`config.mk`:
```
export PLATFORM = sky130hd
export DESIGN_NAME = tdpt_divider
export DESIGN_NICKNAME = d
export VERILOG_FILES = /design/src/hdl/tdpt_pkg.sv /design/src/hdl/tdpt_divider.sv
export SDC_FILE = /design/constraint.sdc
export NUM_CORES = 1
export LEC_CHECK = 0
export ABC_AREA = 0
export BUFFER_PORTS_ARGS = -buffer_cell sky130_fd_sc_hd__buf_4
export CORE_MARGIN = 2
export CORE_UTILIZATION = 40
export DETAILED_ROUTE_END_ITERATION = 12
export GPL_TIMING_DRIVEN = 0
export MAX_ROUTING_LAYER = met4
export PLACE_DENSITY = 0.66
export SLEW_MARGIN = 30
export SYNTH_ARGS = -nofsm -noshare
export SYNTH_HDL_FRONTEND = slang
export SYNTH_SLANG_ARGS = --single-unit
export TNS_END_PERCENT = 30
```
`constraint.sdc`:
```
create_clock -name clock -period 5.6 [get_ports clock]
set_input_delay 1.12 -clock clock [delete_from_list [all_inputs] [get_ports clock]]
set_output_delay 1.12 -clock clock [all_outputs]
set_load 0.05 [all_outputs]
```
`src/hdl/tdpt_pkg.sv`:
```
// ----------------------------------------------------------------------------
// tdpt_pkg
// Shared types and constants for the trial division prime test block.
// ----------------------------------------------------------------------------
package tdpt_pkg;

   // sequencer states, one-hot
   typedef enum logic [2:0] {
      ST_IDLE = 3'b001,
      ST_DIV  = 3'b010,
      ST_HOLD = 3'b100
   } state_type;

   // which divisor the running division belongs to
   typedef enum logic [1:0] {
      PH_THREE = 2'd0,
      PH_LOW   = 2'd1,
      PH_HIGH  = 2'd2
   } phase_type;

   // status of the shared divider
   typedef struct packed {
      logic busy;
      logic done;
   } div_stat_type;

   // wheel constants
   localparam int SMALL_PRIME_MAX = 3;
   localparam int FIRST_DIVISOR   = 5;
   localparam int WHEEL_STEP      = 6;
   localparam int PAIR_OFFSET     = 2;

   // result transfer width: one flag padded to a byte
   localparam int RSP_TDATA_W = 8;

endpackage

```
`src/hdl/tdpt_divider.sv`:
```
// ----------------------------------------------------------------------------
// tdpt_divider
// Restoring radix-2 divider, one quotient bit per cycle, quotient and
// remainder held until the next start.
// ----------------------------------------------------------------------------
module tdpt_divider import tdpt_pkg::*; #(
   parameter int DATA_WIDTH = 32
) (
   input  logic                  clock,
   input  logic                  reset,
   input  logic                  start,
   input  logic [DATA_WIDTH-1:0] dividend,
   input  logic [DATA_WIDTH-1:0] divisor,
   output div_stat_type          stat,
   output logic [DATA_WIDTH-1:0] quotient,
   output logic [DATA_WIDTH-1:0] remainder
);

   localparam int CNT_W = $clog2(DATA_WIDTH);

   logic                  busy_ff, busy_in;
   logic                  done_ff, done_in;
   logic [CNT_W-1:0]      cnt_ff, cnt_in;
   logic [DATA_WIDTH-1:0] num_ff, num_in;
   logic [DATA_WIDTH-1:0] den_ff, den_in;
   logic [DATA_WIDTH-1:0] rem_ff, rem_in;
   logic [DATA_WIDTH-1:0] quo_ff, quo_in;

   logic [DATA_WIDTH:0]   trial;
   logic [DATA_WIDTH:0]   diff;
   logic                  fits;

   // one shift-subtract step
   assign trial = {rem_ff, num_ff[DATA_WIDTH-1]};
   assign diff  = trial - {1'b0, den_ff};
   assign fits  = (trial >= {1'b0, den_ff});

   always_comb begin
      busy_in = busy_ff;
      done_in = 1'b0;
      cnt_in  = cnt_ff;
      num_in  = num_ff;
      den_in  = den_ff;
      rem_in  = rem_ff;
      quo_in  = quo_ff;
      if (start) begin
         busy_in = 1'b1;
         cnt_in  = CNT_W'(DATA_WIDTH - 1);
         num_in  = dividend;
         den_in  = divisor;
         rem_in  = '0;
         quo_in  = '0;
      end else if (busy_ff) begin
         num_in = {num_ff[DATA_WIDTH-2:0], 1'b0};
         quo_in = {quo_ff[DATA_WIDTH-2:0], fits};
         rem_in = fits ? diff[DATA_WIDTH-1:0] : trial[DATA_WIDTH-1:0];
         cnt_in = cnt_ff - CNT_W'(1);
         // last quotient bit
         if (cnt_ff == '0) begin
            busy_in = 1'b0;
            done_in = 1'b1;
         end
      end
   end

   // control registers
   always_ff @(posedge clock) begin
      if (reset) begin
         busy_ff <= 1'b0;
         done_ff <= 1'b0;
      end else begin
         busy_ff <= busy_in;
         done_ff <= done_in;
      end
   end

   // datapath registers
   always_ff @(posedge clock) begin
      cnt_ff <= cnt_in;
      num_ff <= num_in;
      den_ff <= den_in;
      rem_ff <= rem_in;
      quo_ff <= quo_in;
   end

   assign stat.busy = busy_ff;
   assign stat.done = done_ff;
   assign quotient  = quo_ff;
   assign remainder = rem_ff;

endmodule

```
# Word level (Yosys, flattened, before mapping)
# Cells that the tools add are included.
totals:
  reg_bits: 135
  in_bits: 67
  wordCells: 21
op_classes:
  add_sub_neg: 2
  order_cmp: 1
  mux: 7
  n_bitwise: 1
  reduce_logical: 3
ops:
  columns: ["op", "count"]
  rows:
  - ["$mux 32", 3]
  - ["$ge 33x32->1", 1]
  - ["$sub 32x32->32", 1]
  - ["$logic_not 5->1", 1]
  - ["$sub 5x1->5 const B", 1]
  - ["$mux 1", 4]
  - ["$reduce_or 3->1", 1]
  - ["$reduce_bool 2->1", 1]
  - ["$not 1->1", 1]

# Depth between registers and ports, before layout
# Gate-level depths: netlist (run 1).
logic_depth:
  word_depth: 4
  ltp_mapped: 13

# Least setup slack after synthesis (run 1)
# Ideal clock, no wire load.
synth_timing:
  path_kind: "flip-flop to flip-flop"
  from: "register rem_ff[25], in the netlist remainder[25]"
  to: "register rem_ff[28], in the netlist remainder[28]"
  arrival_time_ps: 2803
  slack_ps: 2675
  stages_incl_launch_ff: 12
  synth_period_minus_slack_ps: 2925
  cell_sequence: "dfxtp_1 ha_1 buf_6 a21oi_4 o21ai_2 a221o_1 or3_1 a21oi_2 o31ai_4 buf_6 buf_12 a221o_1"
synth_via:
  elab_chain_len: 2
  word_cells_on_any_way: 3
  classes_between: "add/sub (1); order compare (1); mux (1)"
synth_lines:
  columns: ["item", "line", "source"]
  rows:
  - ["start, declared", "tdpt_divider.sv:26", "logic [DATA_WIDTH-1:0] rem_ff, rem_in;"]
  - ["start signal, assigned", "tdpt_divider.sv:82", "rem_ff <= rem_in;"]
  - ["$sub 32x32->32 or $ge 33x32->1 (tied branches)", "tdpt_divider.sv:35, tdpt_divider.sv:36", null]
  - ["$mux 32 (*)", "tdpt_divider.sv:56", "rem_in = fits ? diff[DATA_WIDTH-1:0] : trial[DATA_WIDTH-1:0];"]
# Every way passes the cells marked *; elsewhere a longest branch is shown, timed or not.
# A chain may end at the register's enable or synchronous reset.

# Worst setup path after layout (run 1)
layout_timing:
  from: "register rem_ff[5], in the netlist remainder[5]"
  to: "register rem_ff[0], in the netlist remainder[0]"
layout_via:
  elab_chain_len: 2
layout_lines:
  columns: ["item", "line", "source"]
  rows:
  - ["$ge 33x32->1", "tdpt_divider.sv:36", "assign fits = (trial >= {1'b0, den_ff});"]
  - ["$mux 32", "tdpt_divider.sv:56", null]
# Every way passes these cells.

==> results of run 1 <==
-- final timing paths --
check                      end  cells past startpoint    startpoint
setup / recovery  remainder[0]                     10  remainder[5]
hold / removal    remainder[9]                      2  remainder[9]
setup reg to reg  remainder[0]                     10  remainder[5]
hold reg to reg   remainder[9]                      2  remainder[9]
-- flip-flops by register name, summed over array words and instances, names as in the netlist --
name	cells
busy_ff	1
remainder	32
quotient	32
done_ff	1
cnt_ff	5
den_ff	32
num_ff	32
-- power by group --
| part | leakage (nW) | switching [mW] | internal (mW) |
|---|---|---|---|
| Sequential | 1.21 | 0.0302 | 1.10 |
| Clock | 0.293 | 0.480 | 0.626 |
| Combinational | 2.31 | 0.272 | 0.187 |
-- worst max-delay path, stage by stage, from the launching register on --
cell       delay (ns)
dfxtp_1          0.35
ha_1             0.40
a21o_1           0.24
a211oi_2         0.30
a2bb2oi_1        0.30
nand3_1          0.23
a21oi_2          0.25
o31a_1           0.21
buf_4            0.22
mux2i_1          0.24
a22o_1           0.15
-- cell families (layout without fill, tap and decap cells) --
kind of cell / after synthesis / after routing / share of synthesized area [%]
and+or+nand+nor: 176 / 176 / 11.1
AOI/OAI and AO/OA: 147 / 147 / 14.9
DFF: 135 / 135 / 46.7
muxes: 84 / 84 / 12.3
buffers and inverters: 84 / 248 / 5.33
adders and majority gates: 34 / 34 / 6.05
xor gates and xnor gates: 30 / 30 / 3.67
-- layer usage --
| layer | routed length (µm) | up-vias | GRT usage (%) | part of all wire, % |
|---|---|---|---|---|
| li1 | - | 2804 | - | - |
| met5 | 0 | - | - | 0 |
| met1 | 8230 | 2724 | 25.3 | 46 |
| met3 | 1150 | 24 | 5.92 | 6.4 |
| met2 | 8180 | 152 | 30.2 | 46 |
| met4 | 289 | 0 | 6.29 | 1.6 |
-- through the flow --
step | worst slack, ns | instances | instance area (µm²)
6_report | 2.64 | 1079 | 9010
5_1_grt | 2.43 | 1079 | 9010
3_3_place_gp | 2.04 | 1047 | 8430
2_1_floorplan | 2.67 | 690 | 7160
4_1_cts | 2.66 | 1079 | 9010
3_5_place_dp | 2.40 | 1047 | 8430
-- final cells by class --
cell class                 instances  area (µm²)
fill                            1656        8400
multi-input combinational        471        3430
sequential                       135        3340
timing repair buffer             132         991
clock buffer                      19         464
tap                              225         282
buffer                            36         201
inverter                          48         180
clock inverter                    13         119
-- Yosys cell counts (8+ instances only) --
cell / count
o21ai_0: 20
nand3_1: 9
nand2_1: 46
clkbuf_1: 16
a211oi_1: 16
xor2_1: 17
inv_1: 48
o21a_1: 8
xnor2_1: 13
ha_1: 33
edfxtp_1: 64
mux2_2: 31
o21ai_1: 10
a21oi_1: 26
dfxtp_1: 71
mux2i_1: 53
nand2b_1: 9
nor2_1: 75
==> results.cfg, run 1 <==
[status]
status = finished, final reports clean

[synth]
syn_area_per_cell_um2 = 10.4
dominantRegCellSynth = dfxtp_1
synth-seq-cells = 135
yosys_warnings = 0
synth_async_sr_flop_share_pct = 0
synth_area_um2 = 7160
synth_top_cell_by_area = edfxtp_1
postSynthCellCount = 690
synth-edff-count = 64
yosysSeqAreaShare_pct = 46.7
synth_area_leaders = edfxtp_1 27%, dfxtp_1 20%, mux2i_1 7.4%
yosysUniqueCellTypes = 72
synth_top_area_share_pct = 26.8
synth_nets = 791

[critical_path]
worstSetupPathType = reg -> reg
ff2ff_setup_slack_ns = 2.64
crit_fanout = 10
startpoint_type = flop
end_kind = flop
critPathArrivalTime_ns = 3.33
required_ns = 5.96

[timing]
period_needed_ns = 2.96
hold_viol_final = 0
timing.fmax_ghz = 0.338
fin_tns_setup_ns = 0
finalCritPeriodShare_pct = 52.9
rsz0062_at_grt = no
worstMarginPinSlew_ns = 0.725
fin_skew_ns = 0.0183
holdWs_ns = 0.494
finalSetupViolCount = 0
relSlewSlack_pct = 51.7
final_max_slew_viol_count = 0

[layout]
layout_commonest_cell = buf_4
mostFrequentLayoutCells = 135 x buf_4, 75 x nor2_1, 71 x dfxtp_1, 64 x edfxtp_1, 53 x mux2i_1
nets = 942
final_util_pct = 51.8
area_growth_pct = 25.9
diodes = 0
final_layout_size_suffix_gt1_share_pct = 26.6

[cts]
clock_path_buffers = 2
worstSkewPairLatency_ns = 0.43
hold_buffers = 0
cts.sinks = 135
htree_levels = 4
post_cts_resized = 0
postCtsSetupBuffers = 0
cts_tree = yes
clk_pin_slew_worst_paths_ns = 0.06
numCtsBuffers = 17
cts-root-buf = clkbuf_16

[job]
cap_viol_max_count = 0

[die]
pin_count = 133
rows = 48
start_util_pct = 41.1
core-area_um2 = 17400
fp.dieH_um = 138
die_area_um2 = 19000
die_w_um = 138

[global_route]
antenna_found_initial = 0
grt_pass1_vias = 5444
overflow = 0
grt_pass1_wl_um = 27900
grt_usage_pct = 19.8
grt_max_degree = 34

[power]
p_leak_nw = 3.82
peakVddDrop_uv = 247
finalPower_mw = 2.69
power_density_nw_per_um2 = 299

[route]
vias = 5704
viasPerCell = 5.29
antenna_left = 0
firstDrtPassIters = 5
wirelength_um = 17800
drc_errors = 0
detail_route.wl_per_cell_um = 16.5
first_iter_violations = 318

[placed_design]
port_buffers = 132
gp_congestion = 0.912
dp_hpwl_um = 13000

[worst_hold_path]
hold_class = reg -> reg
Power figures use the tool's default switching activity.
==> run 2, diff against run 1 <==
ABC_AREA = 1   (was 0)
PLACE_DENSITY = 0.67   (was 0.66)
clock period = 2.5 ns   (was 5.6 ns; I/O delays follow)
==> results.cfg, run 2 <==
[timing]
finalCritPeriodShare_pct = 92.0
hold_viol_final = 0
final_max_slew_viol_count = 0
relSlewSlack_pct = 41.7
fin_skew_ns = 0.0100
period_needed_ns = 2.30
timing.fmax_ghz = 0.435
finalSetupViolCount = 0
worstMarginPinSlew_ns = 0.871
rsz0062_at_grt = no

[worst_hold_path]
hold_class = in -> reg

[critical_path]
critPathArrivalTime_ns = 2.62
crit_fanout = 3
required_ns = 2.82
startpoint_type = flop
end_kind = flop
worstSetupPathType = reg -> reg

[placed_design]
dp_hpwl_um = 15900
placed_cells = 1507
gp_congestion = 0.915
port_buffers = 132
placed_area_um2 = 9110

[layout]
nets = 1368
fin_cells = 1540
layout_commonest_cell = nand2_1
diodes = 0
mostFrequentLayoutCells = 491 x nand2_1, 206 x inv_1, 136 x buf_4, 71 x dfxtp_1, 64 x edfxtp_1
fill_cells = 1932
multi_input_area_um2 = 3530
area_growth_pct = 25.3
seqCellArea_um2 = 3340
final_area_um2 = 9740
final_layout_size_suffix_gt1_share_pct = 15.7

[die]
rows = 50
start_util_pct = 41.2
pin_count = 133
fp.dieH_um = 143
die_w_um = 143
die_area_um2 = 20600
core-area_um2 = 18900

[power]
clockPowerShare_pct = 45.4
pwr-share-comb_pct = 9.6
power_density_nw_per_um2 = 561
switching_share_pct = 26.2
p_leak_nw = 5.22
p_seq_share_pct = 45.0
switchingPower_mw = 1.43
peakVddDrop_uv = 527
p_int_mw = 4.04
finalPower_mw = 5.47

[route]
firstDrtPassIters = 5
drc_errors = 0
antenna_left = 0
viasPerCell = 4.56
detail_route.wl_per_cell_um = 13.2
vias = 7021
wirelength_um = 20400
first_iter_violations = 392

[synth]
synth_top_cell_by_area = edfxtp_1
synth-seq-cells = 135
synth_async_sr_flop_share_pct = 0
yosysSeqAreaShare_pct = 43.0
synth_common_cells = 493 x nand2_1, 206 x inv_1, 71 x dfxtp_1
yosysMostFrequentCell = nand2_1
synth_area_leaders = edfxtp_1 25%, nand2_1 24%, dfxtp_1 18%
syn_area_per_cell_um2 = 6.98
synth_nets = 1215
synth_top_area_share_pct = 24.7
synth_area_um2 = 7770
yosysUniqueCellTypes = 34
postSynthCellCount = 1114
synth-edff-count = 64
dominantRegCellSynth = dfxtp_1
yosys_warnings = 0

[cts]
clk_pin_slew_worst_paths_ns = 0.07
clock_path_buffers = 2
cts-root-buf = clkbuf_16
htree_levels = 4
numCtsBuffers = 17
worstSkewPairLatency_ns = 0.42
cts_tree = yes
cts.sinks = 135

[status]
status = finished, final reports clean

[job]
cap_viol_max_count = 0

[global_route]
grt_usage_pct = 20.9
overflow = 0
antenna_found_initial = 0
grt_pass1_vias = 6664
grt_max_degree = 36
grt_pass1_wl_um = 32500
==> run 2: cell count changes after synthesis, sizes merged, moves of 25 or more <==
cell   change
inv      +160
nand3     +53
o22ai     +29
nand2    +452
mux2      -31
o21ai     -25
mux2i     -53
==> run 2: metal layers <==
metal,GRT usage (%),wire length [µm]
met3,6.30,1330
met1,25.6,9290
met2,33.8,9460
met4,5.06,275
met5,-,0
==> run 2: worst paths after layout <==
| kind | to | depth (start not counted) | slack [ns] | start |
|---|---|---|---|---|
| hold reg to reg | remainder[2] | 2 | 0.49 | remainder[2] |
| hold / removal | done_ff | 2 | 0.25 | reset |
| setup / recovery | remainder[28] | 15 | 0.20 | num_ff[31] |
| setup reg to reg | remainder[28] | 15 | 0.20 | num_ff[31] |
==> run 2: power groups by stage <==
| stage | logic [mW] | registers (mW) | clock network [mW] |
|---|---|---|---|
| 5_1_grt | 0.589 | 2.47 | 2.63 |
| 2_1_floorplan | 0.314 | 2.51 | 0 |
| 3_5_place_dp | 0.523 | 2.51 | 0 |
| 4_1_cts | 0.524 | 2.46 | 2.54 |
| 6_report | 0.523 | 2.46 | 2.48 |
| 3_3_place_gp | 0.512 | 2.51 | 0 |
==> run 2: cell families after synthesis <==
| kind of cell | synth area share, % |
|---|---|
| AND/OR/NAND/NOR | 33.3 |
| buffers and inverters | 11.9 |
| flip-flops | 43.0 |
| AO/OA/AOI/OAI | 4.49 |
| adder cells (fa/ha/maj) | 5.57 |
| XOR/XNOR | 1.69 |
==> run 2: area by class of cell <==
| type | instances | area share (%) |
|---|---|---|
| buffer | 28 | 1.55 |
| inverter | 208 | 8.01 |
| multi-input combinational | 743 | 36.3 |
| tap | 260 | 3.34 |
| sequential | 135 | 34.3 |
| clock inverter | 15 | 1.58 |
| timing repair buffer | 134 | 10.6 |
| clock buffer | 17 | 4.37 |
==> run 2: timing repair <==
item | 4_1_cts | 5_1_grt
gates resized for setup | 0 | 11
endpoints found under the setup margin | 6 | 26
hold buffers | 0 | 0
buffers inserted | 1 | 0
pin swaps | 0 | 0
==> run 2: metrics by stage <==
step / utilization [%] / TNS [ns] / setup slack (ns) / hold slack [ns]
4_1_cts: 51.4 / 0 / 0.0573 / 0.230
5_1_grt: 51.6 / 0 / 0.000327 / 0.232
2_1_floorplan: - / 0 / 0.221 / 0.444
6_report: 51.6 / 0 / 0.199 / 0.245
3_3_place_gp: 48.1 / -39.95 / -0.994 / 0.439
3_5_place_dp: 48.2 / -3.24 / -0.120 / 0.477
==> run 2: worst max-delay path, cell delays in order, from the launching register on <==
cell and delay (ns):
edfxtp_1 0.34, inv_1 0.05, ha_1 0.22, fa_1 0.42, inv_1 0.14, nand3_1 0.09, nand3_2 0.11, nand2_1 0.08
nand3_1 0.18, nand2_1 0.18, nand2_1 0.11, nand2_1 0.05, nand2_1 0.06, nand2_1 0.06, nand3_1 0.07, nand2_1 0.05
